==> src/rtl/core/ddfp_pkg.sv <==
// Shared constants and types of the double delimiter frame parser.
`default_nettype none

package ddfp_pkg;

   localparam int DEFAULT_BUF_DEPTH = 32;

   localparam int DATA_W   = 8;
   localparam int INDEX_W  = 5;
   localparam int LENGTH_W = 6;
   localparam int PHASE_W  = 2;
   localparam int CODE_W   = 3;

   // Parse phases
   localparam logic [PHASE_W-1:0] PH_HUNT    = 2'd0;
   localparam logic [PHASE_W-1:0] PH_START   = 2'd1;
   localparam logic [PHASE_W-1:0] PH_PAYLOAD = 2'd2;
   localparam logic [PHASE_W-1:0] PH_END     = 2'd3;

   // Operations
   localparam logic OP_RECEIVE = 1'b0;
   localparam logic OP_READ    = 1'b1;

   // Register indexes
   localparam logic CSR_START_BYTE = 1'b0;
   localparam logic CSR_END_BYTE   = 1'b1;

   localparam logic [DATA_W-1:0] START_BYTE_RESET = 8'h61;
   localparam logic [DATA_W-1:0] END_BYTE_RESET   = 8'h62;

   // Command characters '1' .. '5'
   localparam logic [DATA_W-1:0] CHAR_CMD_FIRST = 8'h31;
   localparam logic [DATA_W-1:0] CHAR_CMD_LAST  = 8'h35;

   typedef struct packed {
      logic wr_en;
      logic clear;
   } buf_ctrl_type;

endpackage

`default_nettype wire

==> src/rtl/core/ddfp_req_if.sv <==
// Request channel: one received byte or one buffer read.
`default_nettype none

interface ddfp_req_if;
   logic       valid;
   logic       ready;
   logic       op;
   logic [7:0] rx_byte;
   logic [4:0] read_index;

   modport source (output valid, output op, output rx_byte, output read_index, input ready);
   modport sink   (input valid, input op, input rx_byte, input read_index, output ready);
endinterface

`default_nettype wire

==> src/rtl/core/ddfp_rsp_if.sv <==
// Response channel: parser status and read data for one request.
`default_nettype none

interface ddfp_rsp_if;
   logic       valid;
   logic       ready;
   logic [7:0] read_data;
   logic [1:0] phase;
   logic       frame_done;
   logic       overflow;
   logic [5:0] frame_length;
   logic       command_valid;
   logic [2:0] command_code;

   modport source (output valid, output read_data, output phase, output frame_done,
                   output overflow, output frame_length, output command_valid,
                   output command_code, input ready);
   modport sink   (input valid, input read_data, input phase, input frame_done,
                   input overflow, input frame_length, input command_valid,
                   input command_code, output ready);
endinterface

`default_nettype wire

==> src/rtl/core/ddfp_buffer.sv <==
// Payload buffer: byte registers with per-entry valid bits and a one-cycle clear.
`default_nettype none

module ddfp_buffer #(
   parameter int BUF_DEPTH = ddfp_pkg::DEFAULT_BUF_DEPTH,
   parameter int IDX_W     = $clog2(BUF_DEPTH)
) (
   input  wire logic                       clock,
   input  wire logic                       reset,
   input  wire ddfp_pkg::buf_ctrl_type     ctrl,
   input  wire logic [IDX_W-1:0]           wr_addr,
   input  wire logic [ddfp_pkg::DATA_W-1:0] wr_data,
   input  wire logic [IDX_W-1:0]           rd_addr,
   output logic      [ddfp_pkg::DATA_W-1:0] rd_data,
   output logic      [ddfp_pkg::DATA_W-1:0] head_data
);
   import ddfp_pkg::*;

   logic [DATA_W-1:0]    data_ff [BUF_DEPTH];
   logic [BUF_DEPTH-1:0] valid_ff;

   always_ff @(posedge clock) begin
      if (reset || ctrl.clear) begin
         valid_ff <= '0;
      end else if (ctrl.wr_en) begin
         valid_ff[wr_addr] <= 1'b1;
      end
   end

   always_ff @(posedge clock) begin
      if (ctrl.wr_en) begin
         data_ff[wr_addr] <= wr_data;
      end
   end

   // An entry not written since the last clear reads as zero
   always_comb begin
      rd_data   = valid_ff[rd_addr] ? data_ff[rd_addr] : '0;
      head_data = valid_ff[0] ? data_ff[0] : '0;
   end

endmodule

`default_nettype wire

==> src/rtl/core/double_delimiter_frame_parser.sv <==
// Top level of the double delimiter frame parser.
//
// Finds frames that open with two start bytes and close with two end bytes, stores the
// payload (including the first byte of the closing pair) and reports length and a
// command code from payload byte 0 on completion. A read request returns a stored
// payload byte. Every request gives exactly one response. The block takes one request
// per clock cycle while the response is not stalled: a request is registered, evaluated
// against the parser state in one pass of logic and its response registered, so the
// parser state loop holds a single register. A request passes through the input register
// and then the response register; a stalled response holds the input register, so at
// most two requests are in flight. A byte that finds the buffer full drops the frame and
// clears the buffer in that same cycle.
// Write the start and end bytes only while no request is in flight.
`default_nettype none

module double_delimiter_frame_parser #(
   parameter int BUF_DEPTH = ddfp_pkg::DEFAULT_BUF_DEPTH
) (
   input  wire logic                        clock,
   input  wire logic                        reset,
   ddfp_req_if.sink                         req_chan,
   ddfp_rsp_if.source                       rsp_chan,
   input  wire logic                        csr_wr_en,
   input  wire logic                        csr_index,
   input  wire logic [ddfp_pkg::DATA_W-1:0] csr_wr_data
);
   import ddfp_pkg::*;

   localparam int IDX_W = $clog2(BUF_DEPTH);
   localparam int CNT_W = $clog2(BUF_DEPTH + 1);

   // Configuration
   logic [DATA_W-1:0] start_byte_ff;
   logic [DATA_W-1:0] end_byte_ff;

   always_ff @(posedge clock) begin
      if (reset) begin
         start_byte_ff <= START_BYTE_RESET;
         end_byte_ff   <= END_BYTE_RESET;
      end else if (csr_wr_en) begin
         if (csr_index == CSR_START_BYTE) begin
            start_byte_ff <= csr_wr_data;
         end
         if (csr_index == CSR_END_BYTE) begin
            end_byte_ff <= csr_wr_data;
         end
      end
   end

   // Input register
   logic               s1_valid_ff;
   logic               s1_op_ff;
   logic [DATA_W-1:0]  s1_byte_ff;
   logic [INDEX_W-1:0] s1_index_ff;
   logic               advance;
   logic               req_ready;

   assign advance   = s1_valid_ff && (!rsp_chan.valid || rsp_chan.ready);
   assign req_ready = !s1_valid_ff || advance;
   assign req_chan.ready = req_ready;

   always_ff @(posedge clock) begin
      if (reset) begin
         s1_valid_ff <= 1'b0;
      end else if (req_ready) begin
         s1_valid_ff <= req_chan.valid;
      end
   end

   always_ff @(posedge clock) begin
      if (req_ready && req_chan.valid) begin
         s1_op_ff    <= req_chan.op;
         s1_byte_ff  <= req_chan.rx_byte;
         s1_index_ff <= req_chan.read_index;
      end
   end

   // Parser state
   logic [PHASE_W-1:0] phase_ff, phase_in;
   logic [CNT_W-1:0]   count_ff, count_in;
   logic [CNT_W-1:0]   last_len_ff, last_len_in;

   buf_ctrl_type       buf_ctrl;
   logic [IDX_W-1:0]   buf_rd_addr;
   logic [DATA_W-1:0]  buf_rd_data;
   logic [DATA_W-1:0]  buf_head;

   logic [IDX_W+INDEX_W-1:0] rd_index_ext;
   logic                     rd_in_range;
   logic                     buf_full;

   logic [DATA_W-1:0]  read_data_in;
   logic               done_in;
   logic               overflow_in;
   logic               cmd_valid_in;
   logic [CODE_W-1:0]  cmd_code_in;
   logic [DATA_W-1:0]  cmd_offset;
   logic [CNT_W+LENGTH_W-1:0] len_ext;

   assign rd_index_ext = {{IDX_W{1'b0}}, s1_index_ff};
   assign rd_in_range  = rd_index_ext < BUF_DEPTH;
   assign buf_rd_addr  = rd_index_ext[IDX_W-1:0];
   assign buf_full     = count_ff == CNT_W'(BUF_DEPTH);
   assign cmd_offset   = buf_head - CHAR_CMD_FIRST;

   ddfp_buffer #(
      .BUF_DEPTH (BUF_DEPTH),
      .IDX_W     (IDX_W)
   ) u_buffer (
      .clock     (clock),
      .reset     (reset),
      .ctrl      (buf_ctrl),
      .wr_addr   (count_ff[IDX_W-1:0]),
      .wr_data   (s1_byte_ff),
      .rd_addr   (buf_rd_addr),
      .rd_data   (buf_rd_data),
      .head_data (buf_head)
   );

   always_comb begin
      phase_in      = phase_ff;
      count_in      = count_ff;
      last_len_in   = last_len_ff;
      buf_ctrl      = '0;
      read_data_in  = '0;
      done_in       = 1'b0;
      overflow_in   = 1'b0;
      cmd_valid_in  = 1'b0;
      cmd_code_in   = '0;

      if (s1_op_ff == OP_READ) begin
         if (rd_in_range) begin
            read_data_in = buf_rd_data;
         end
      end else begin
         case (phase_ff)
            PH_HUNT: begin
               if (s1_byte_ff == start_byte_ff) begin
                  phase_in = PH_START;
               end
            end
            PH_START: begin
               if (s1_byte_ff == start_byte_ff) begin
                  phase_in = PH_PAYLOAD;
                  count_in = '0;
               end else begin
                  phase_in = PH_HUNT;
               end
            end
            PH_PAYLOAD: begin
               if (buf_full) begin
                  // drop the frame
                  overflow_in    = 1'b1;
                  buf_ctrl.clear = 1'b1;
                  count_in       = '0;
                  phase_in       = PH_HUNT;
               end else begin
                  if (s1_byte_ff == end_byte_ff) begin
                     phase_in = PH_END;
                  end
                  buf_ctrl.wr_en = 1'b1;
                  count_in       = count_ff + 1'b1;
               end
            end
            PH_END: begin
               if (s1_byte_ff == end_byte_ff) begin
                  last_len_in = count_ff;
                  phase_in    = PH_HUNT;
                  count_in    = '0;
                  done_in     = 1'b1;
               end else if (buf_full) begin
                  overflow_in    = 1'b1;
                  buf_ctrl.clear = 1'b1;
                  count_in       = '0;
                  phase_in       = PH_HUNT;
               end else begin
                  // lone end byte was data: keep going
                  phase_in       = PH_PAYLOAD;
                  buf_ctrl.wr_en = 1'b1;
                  count_in       = count_ff + 1'b1;
               end
            end
            default: begin
               phase_in = PH_HUNT;
            end
         endcase

         if (done_in && (buf_head inside {[CHAR_CMD_FIRST:CHAR_CMD_LAST]})) begin
            cmd_valid_in = 1'b1;
            cmd_code_in  = cmd_offset[CODE_W-1:0];
         end
      end

      if (!advance) begin
         buf_ctrl = '0;
      end
   end

   always_ff @(posedge clock) begin
      if (reset) begin
         phase_ff    <= PH_HUNT;
         count_ff    <= '0;
         last_len_ff <= '0;
      end else if (advance) begin
         phase_ff    <= phase_in;
         count_ff    <= count_in;
         last_len_ff <= last_len_in;
      end
   end

   assign len_ext = {{LENGTH_W{1'b0}}, last_len_in};

   // Response register
   logic                rsp_valid_ff;
   logic [DATA_W-1:0]   rsp_read_data_ff;
   logic [PHASE_W-1:0]  rsp_phase_ff;
   logic                rsp_done_ff;
   logic                rsp_overflow_ff;
   logic [LENGTH_W-1:0] rsp_length_ff;
   logic                rsp_cmd_valid_ff;
   logic [CODE_W-1:0]   rsp_cmd_code_ff;

   always_ff @(posedge clock) begin
      if (reset) begin
         rsp_valid_ff <= 1'b0;
      end else if (advance) begin
         rsp_valid_ff <= 1'b1;
      end else if (rsp_chan.ready) begin
         rsp_valid_ff <= 1'b0;
      end
   end

   always_ff @(posedge clock) begin
      if (advance) begin
         rsp_read_data_ff <= read_data_in;
         rsp_phase_ff     <= phase_in;
         rsp_done_ff      <= done_in;
         rsp_overflow_ff  <= overflow_in;
         rsp_length_ff    <= len_ext[LENGTH_W-1:0];
         rsp_cmd_valid_ff <= cmd_valid_in;
         rsp_cmd_code_ff  <= cmd_code_in;
      end
   end

   assign rsp_chan.valid         = rsp_valid_ff;
   assign rsp_chan.read_data     = rsp_read_data_ff;
   assign rsp_chan.phase         = rsp_phase_ff;
   assign rsp_chan.frame_done    = rsp_done_ff;
   assign rsp_chan.overflow      = rsp_overflow_ff;
   assign rsp_chan.frame_length  = rsp_length_ff;
   assign rsp_chan.command_valid = rsp_cmd_valid_ff;
   assign rsp_chan.command_code  = rsp_cmd_code_ff;

endmodule

`default_nettype wire

==> src/flat_wrapper.sv <==
// flat-port wrapper written by rule: the top's interface ports become plain ports
module double_delimiter_frame_parser_flat import ddfp_pkg::*;
#(
   parameter int BUF_DEPTH = ddfp_pkg::DEFAULT_BUF_DEPTH
)
  (clock, reset, csr_wr_en, csr_index, csr_wr_data, req_chan_valid, req_chan_op, req_chan_rx_byte, req_chan_read_index, req_chan_ready, rsp_chan_valid, rsp_chan_read_data, rsp_chan_phase, rsp_chan_frame_done, rsp_chan_overflow, rsp_chan_frame_length, rsp_chan_command_valid, rsp_chan_command_code, rsp_chan_ready);
  ddfp_req_if req_chan_i ();
  ddfp_rsp_if rsp_chan_i ();
  input  wire logic clock;
  input  wire logic reset;
  input  wire logic csr_wr_en;
  input  wire logic csr_index;
  input  wire logic [ddfp_pkg::DATA_W-1:0] csr_wr_data;
  input wire logic [$bits(req_chan_i.valid)-1:0] req_chan_valid;
  input wire logic [$bits(req_chan_i.op)-1:0] req_chan_op;
  input wire logic [$bits(req_chan_i.rx_byte)-1:0] req_chan_rx_byte;
  input wire logic [$bits(req_chan_i.read_index)-1:0] req_chan_read_index;
  output wire logic [$bits(req_chan_i.ready)-1:0] req_chan_ready;
  output wire logic [$bits(rsp_chan_i.valid)-1:0] rsp_chan_valid;
  output wire logic [$bits(rsp_chan_i.read_data)-1:0] rsp_chan_read_data;
  output wire logic [$bits(rsp_chan_i.phase)-1:0] rsp_chan_phase;
  output wire logic [$bits(rsp_chan_i.frame_done)-1:0] rsp_chan_frame_done;
  output wire logic [$bits(rsp_chan_i.overflow)-1:0] rsp_chan_overflow;
  output wire logic [$bits(rsp_chan_i.frame_length)-1:0] rsp_chan_frame_length;
  output wire logic [$bits(rsp_chan_i.command_valid)-1:0] rsp_chan_command_valid;
  output wire logic [$bits(rsp_chan_i.command_code)-1:0] rsp_chan_command_code;
  input wire logic [$bits(rsp_chan_i.ready)-1:0] rsp_chan_ready;
  assign req_chan_i.valid = req_chan_valid;
  assign req_chan_i.op = req_chan_op;
  assign req_chan_i.rx_byte = req_chan_rx_byte;
  assign req_chan_i.read_index = req_chan_read_index;
  assign req_chan_ready = req_chan_i.ready;
  assign rsp_chan_valid = rsp_chan_i.valid;
  assign rsp_chan_read_data = rsp_chan_i.read_data;
  assign rsp_chan_phase = rsp_chan_i.phase;
  assign rsp_chan_frame_done = rsp_chan_i.frame_done;
  assign rsp_chan_overflow = rsp_chan_i.overflow;
  assign rsp_chan_frame_length = rsp_chan_i.frame_length;
  assign rsp_chan_command_valid = rsp_chan_i.command_valid;
  assign rsp_chan_command_code = rsp_chan_i.command_code;
  assign rsp_chan_i.ready = rsp_chan_ready;
  double_delimiter_frame_parser #(.BUF_DEPTH(BUF_DEPTH)) u_core (.clock(clock), .reset(reset), .req_chan(req_chan_i), .rsp_chan(rsp_chan_i), .csr_wr_en(csr_wr_en), .csr_index(csr_index), .csr_wr_data(csr_wr_data));
endmodule
==> config.mk <==
export PLATFORM = sky130hd
export DESIGN_NAME = double_delimiter_frame_parser_flat
export DESIGN_NICKNAME = d
export VERILOG_FILES = /design/src/rtl/core/ddfp_pkg.sv /design/src/rtl/core/ddfp_req_if.sv /design/src/rtl/core/ddfp_rsp_if.sv /design/src/rtl/core/ddfp_buffer.sv /design/src/rtl/core/double_delimiter_frame_parser.sv /design/src/flat_wrapper.sv
export SDC_FILE = /design/constraint.sdc
export NUM_CORES = 1
export LEC_CHECK = 0
export ABC_AREA = 1
export BUFFER_PORTS_ARGS = -buffer_cell sky130_fd_sc_hd__buf_2
export CAP_MARGIN = 20
export CORE_UTILIZATION = 55
export CTS_CLUSTER_DIAMETER = 30
export CTS_CLUSTER_SIZE = 28
export DETAILED_ROUTE_END_ITERATION = 7
export PLACE_DENSITY = 0.84
export SLEW_MARGIN = 10
export SYNTH_ARGS = -nofsm -noshare
export SYNTH_HDL_FRONTEND = slang
export SYNTH_SLANG_ARGS = --single-unit
==> constraint.sdc <==
create_clock -name clock -period 2.8 [get_ports clock]
set_clock_uncertainty 0.2 [all_clocks]
set_input_delay 0.42 -clock clock [delete_from_list [all_inputs] [get_ports clock]]
set_output_delay 0.42 -clock clock [all_outputs]
set_load 0.05 [all_outputs]
==> flow_summary.yaml <==
detailed_routing:
  ant_nets: 0
  avgRoutedWirePerCell_um: 20.7
  finalWirelength_um: 38500
  route.detailed.vias_per_inst: 6.03
  vias: 11225
  drt_iter0_markers: 1429
  first_pass_iters: 8
  drc_errors: 1
critical_path:
  worstSetupEndpointType: "flop"
  r2r_slack_ps: 180
  r2r-start: "u_core.count_ff[1]"
  cp.arrival_ps: 2700
  cp.required_ps: 2880
  reg2regPathDepth: 14
  worst-path-max-fanout: 16
  path_cells: "inv_1 > ha_1 > inv_2 > nor2_2 > nand2_2 > nand2_1 > inv_1 > nand2_2 > inv_6 > nand2_2 > inv_1 > nand2_1 > nor2_1 > buf_4"
  rr_endpoint: "u_core.u_buffer.data_ff[1][0]"
  worst-setup-path-type: "reg -> reg"
  critical-path-slowest-cell: "dfxtp_1"
  cp-start-kind: "flop"
  slowest_delay_ps: 400
yosys:
  ys_warn_count: 0
  synth.distinct_cells: 31
  avgSynthCellArea_um2: 10.9
  netlist.area_leader.share: 0.588
  synth_cells: 1369
  ys_ff_latch: 356
  ys_seq_area_frac: 0.674
  synth_area_leaders: "edfxtp_1 (59%), dfxtp_1 (8.6%), nor2_1 (6.9%)"
  syn-num-nets: 1403
  synth_area_um2: 14900
  synthArstFlopShare: 0
  ys.flop_type: "edfxtp_1"
  synth_edf_count: 292
  synth_top_cells_by_count: "edfxtp_1 (292), nor2_1 (274), o21ai_0 (140), nand3_1 (122), nand2_1 (107)"
  synth_largest_area_cell: "edfxtp_1"
  synth.most_common_cell: "edfxtp_1"
timing:
  fin_ws_ps: 185
  fmax_mhz: 382
  min_period_ps: 2620
  hold_viol_final: 0
  slew_headroom: 0.327
  setup_viol: 0
  worst_pin_slew_ps: 1010
  post-route-period-util: 0.934
  drv_slew: 0
  finalSetupTns_ps: 0
  grt_setup_unrepaired: "false"
cells_and_area:
  nets: 1511
  layout-drive-gt1-share: 0.141
  nFillCells: 1760
  multiInputGateArea_um2: 4000
  num_antenna_cells: 0
  post-route-cell-area_um2: 17800
  area_delta_synth_final_pct: 19.3
  ff_latch_area_um2: 10100
power:
  vdd_drop_max_v: 0.000485
  power_leakage_nw: 6.60
  power_density_nw_per_um2: 772
placement:
  place_congestion: 1.02
  port_buffers: 51
  pre_cts_ws_ps: 130
  postPlaceCellArea_um2: 15500
  dp_hpwl_um: 23000
clock_tree:
  cts.htree.levels: 2
  cts_tree: "yes"
  clk_latency_ps: 580
  cts_sinks: 356
  cts_buffers: 61
  clock_path_buffers: 3
  postCtsSetupBuffers: 0
  cts-root-buf: "clkbuf_16"
  path_clk_slew_ps: 50
die:
  design.core.area_um2: 26400
  io_pins: 52
  row_count: 59
  initial_core_util: 0.566
  dieHeight_um: 167
  die_area_um2: 27800
  die_x_um: 167
outcome:
  status: "finished, violations left"
  violations: "design-rule violations"
global_route:
  grt_pass1_vias: 10958
  antenna_found_initial: 0
  grt_max_degree: 133
  track_usage: 0.277
  grt_remaining_overflow: 0
  grt_pass1_wl_um: 59000
worst_hold_path:
  hold_path_class: "in -> reg"
  min_path_cells: 4
  hp-start: "csr_index"
  min_to: "u_core.start_byte_ff[5]"
flow_run:
  maxCapViolations: 0
==> metrics by stage <==
step	cells	util	total power, mW	hold slack (ps)
3_3_place_gp	1722	0.589	6.67	233
3_5_place_dp	1722	0.589	6.69	243
4_1_cts	1863	0.675	13.7	28.9
2_1_floorplan	1369	-	6.44	223
6_report	1863	0.675	13.7	56.2
5_1_grt	1863	0.675	14.1	85.5
==> logic make-up (layout without fill, tap and decap cells) <==
kind of cell	count (synthesis)	count (layout)	share of synthesized area
AOI/OAI and AO/OA	292	292	0.111
xor gates and xnor gates	14	14	0.00823
adders and majority gates	6	6	0.00504
buffers and inverters	182	341	0.0573
DFF	356	356	0.674
and+or+nand+nor	519	519	0.145
==> per-layer routing <==
metal / track usage / wire length, um
met5: 0 / 0
met2: 0.456 / 18200
met1: 0.345 / 14200
met3: 0.0485 / 3880
met4: 0.164 / 2200
==> how the worst max path moves through the flow <==
stage | startpoint | to | slack (ps) | cells after the start
final | u_core.count_ff[1] | u_core.u_buffer.data_ff[1][0] | 180 | 14
after global routing | u_core.count_ff[1] | u_core.u_buffer.data_ff[1][0] | 20 | 14
after CTS | u_core.count_ff[0] | u_core.u_buffer.data_ff[1][0] | 30 | 14
after detailed placement | u_core.count_ff[0] | u_core.u_buffer.data_ff[1][0] | 130 | 14
after global placement | u_core.count_ff[0] | u_core.u_buffer.data_ff[29][0] | 230 | 14
after floorplan | u_core.s1_byte_ff[0] | u_core.u_buffer.data_ff[15][0] | 190 | 10
==> registers in the layout (all words and copies together), names as in the netlist, 3 cells and up <==
signal / flops
u_core.buf_rd_addr: 5
u_core.count_ff: 6
u_core.end_byte_ff: 8
u_core.last_len_ff: 6
u_core.rsp_chan.command_code: 3
u_core.rsp_chan.frame_length: 6
u_core.rsp_chan.read_data: 8
u_core.s1_byte_ff: 8
u_core.start_byte_ff: 8
u_core.u_buffer.data_ff: 256
u_core.u_buffer.valid_ff: 32
==> repair_timing <==
item,4_1_cts,5_1_grt
setup endpoints to repair,0,176
endpoints found under the hold margin,32,0
hold buffers,27,0
resized for setup,0,3
==> power by group <==
part,internal (mW),switching (mW)
logic,0.242,0.571
clock network,4.48,2.60
registers,5.79,0.0513
total,10.5,3.22
==> critical path: cells and delay by family, from the launching register on <==
kind,cells,cell delay (ps)
adder cells (fa/ha/maj),1,200
buffers and inverters,6,760
flip-flops,1,400
AND/OR/NAND/NOR,7,740
==> layout by cell type (no fill, tap or decap), types with 34 or more instances in the layout <==
cell type,n
clkbuf_16,63
nor2_1,274
a21oi_1,57
inv_1,98
nand2_1,107
o211ai_1,66
buf_4,34
edfxtp_1,292
o21ai_0,140
buf_2,51
dfxtp_1,63
nand3_1,122
==> area by class of cell <==
| type | count | area share |
|---|---|---|
| Timing Repair Buffer | 118 | 0.0506 |
| Multi-Input combinational cell | 831 | 0.225 |
| Tap cell | 335 | 0.0236 |
| Clock inverter | 42 | 0.0203 |
| Clock buffer | 72 | 0.0922 |
| Inverter | 109 | 0.0233 |
| Sequential cell | 356 | 0.565 |
Note: power is estimated with default switching activity, not from simulation.
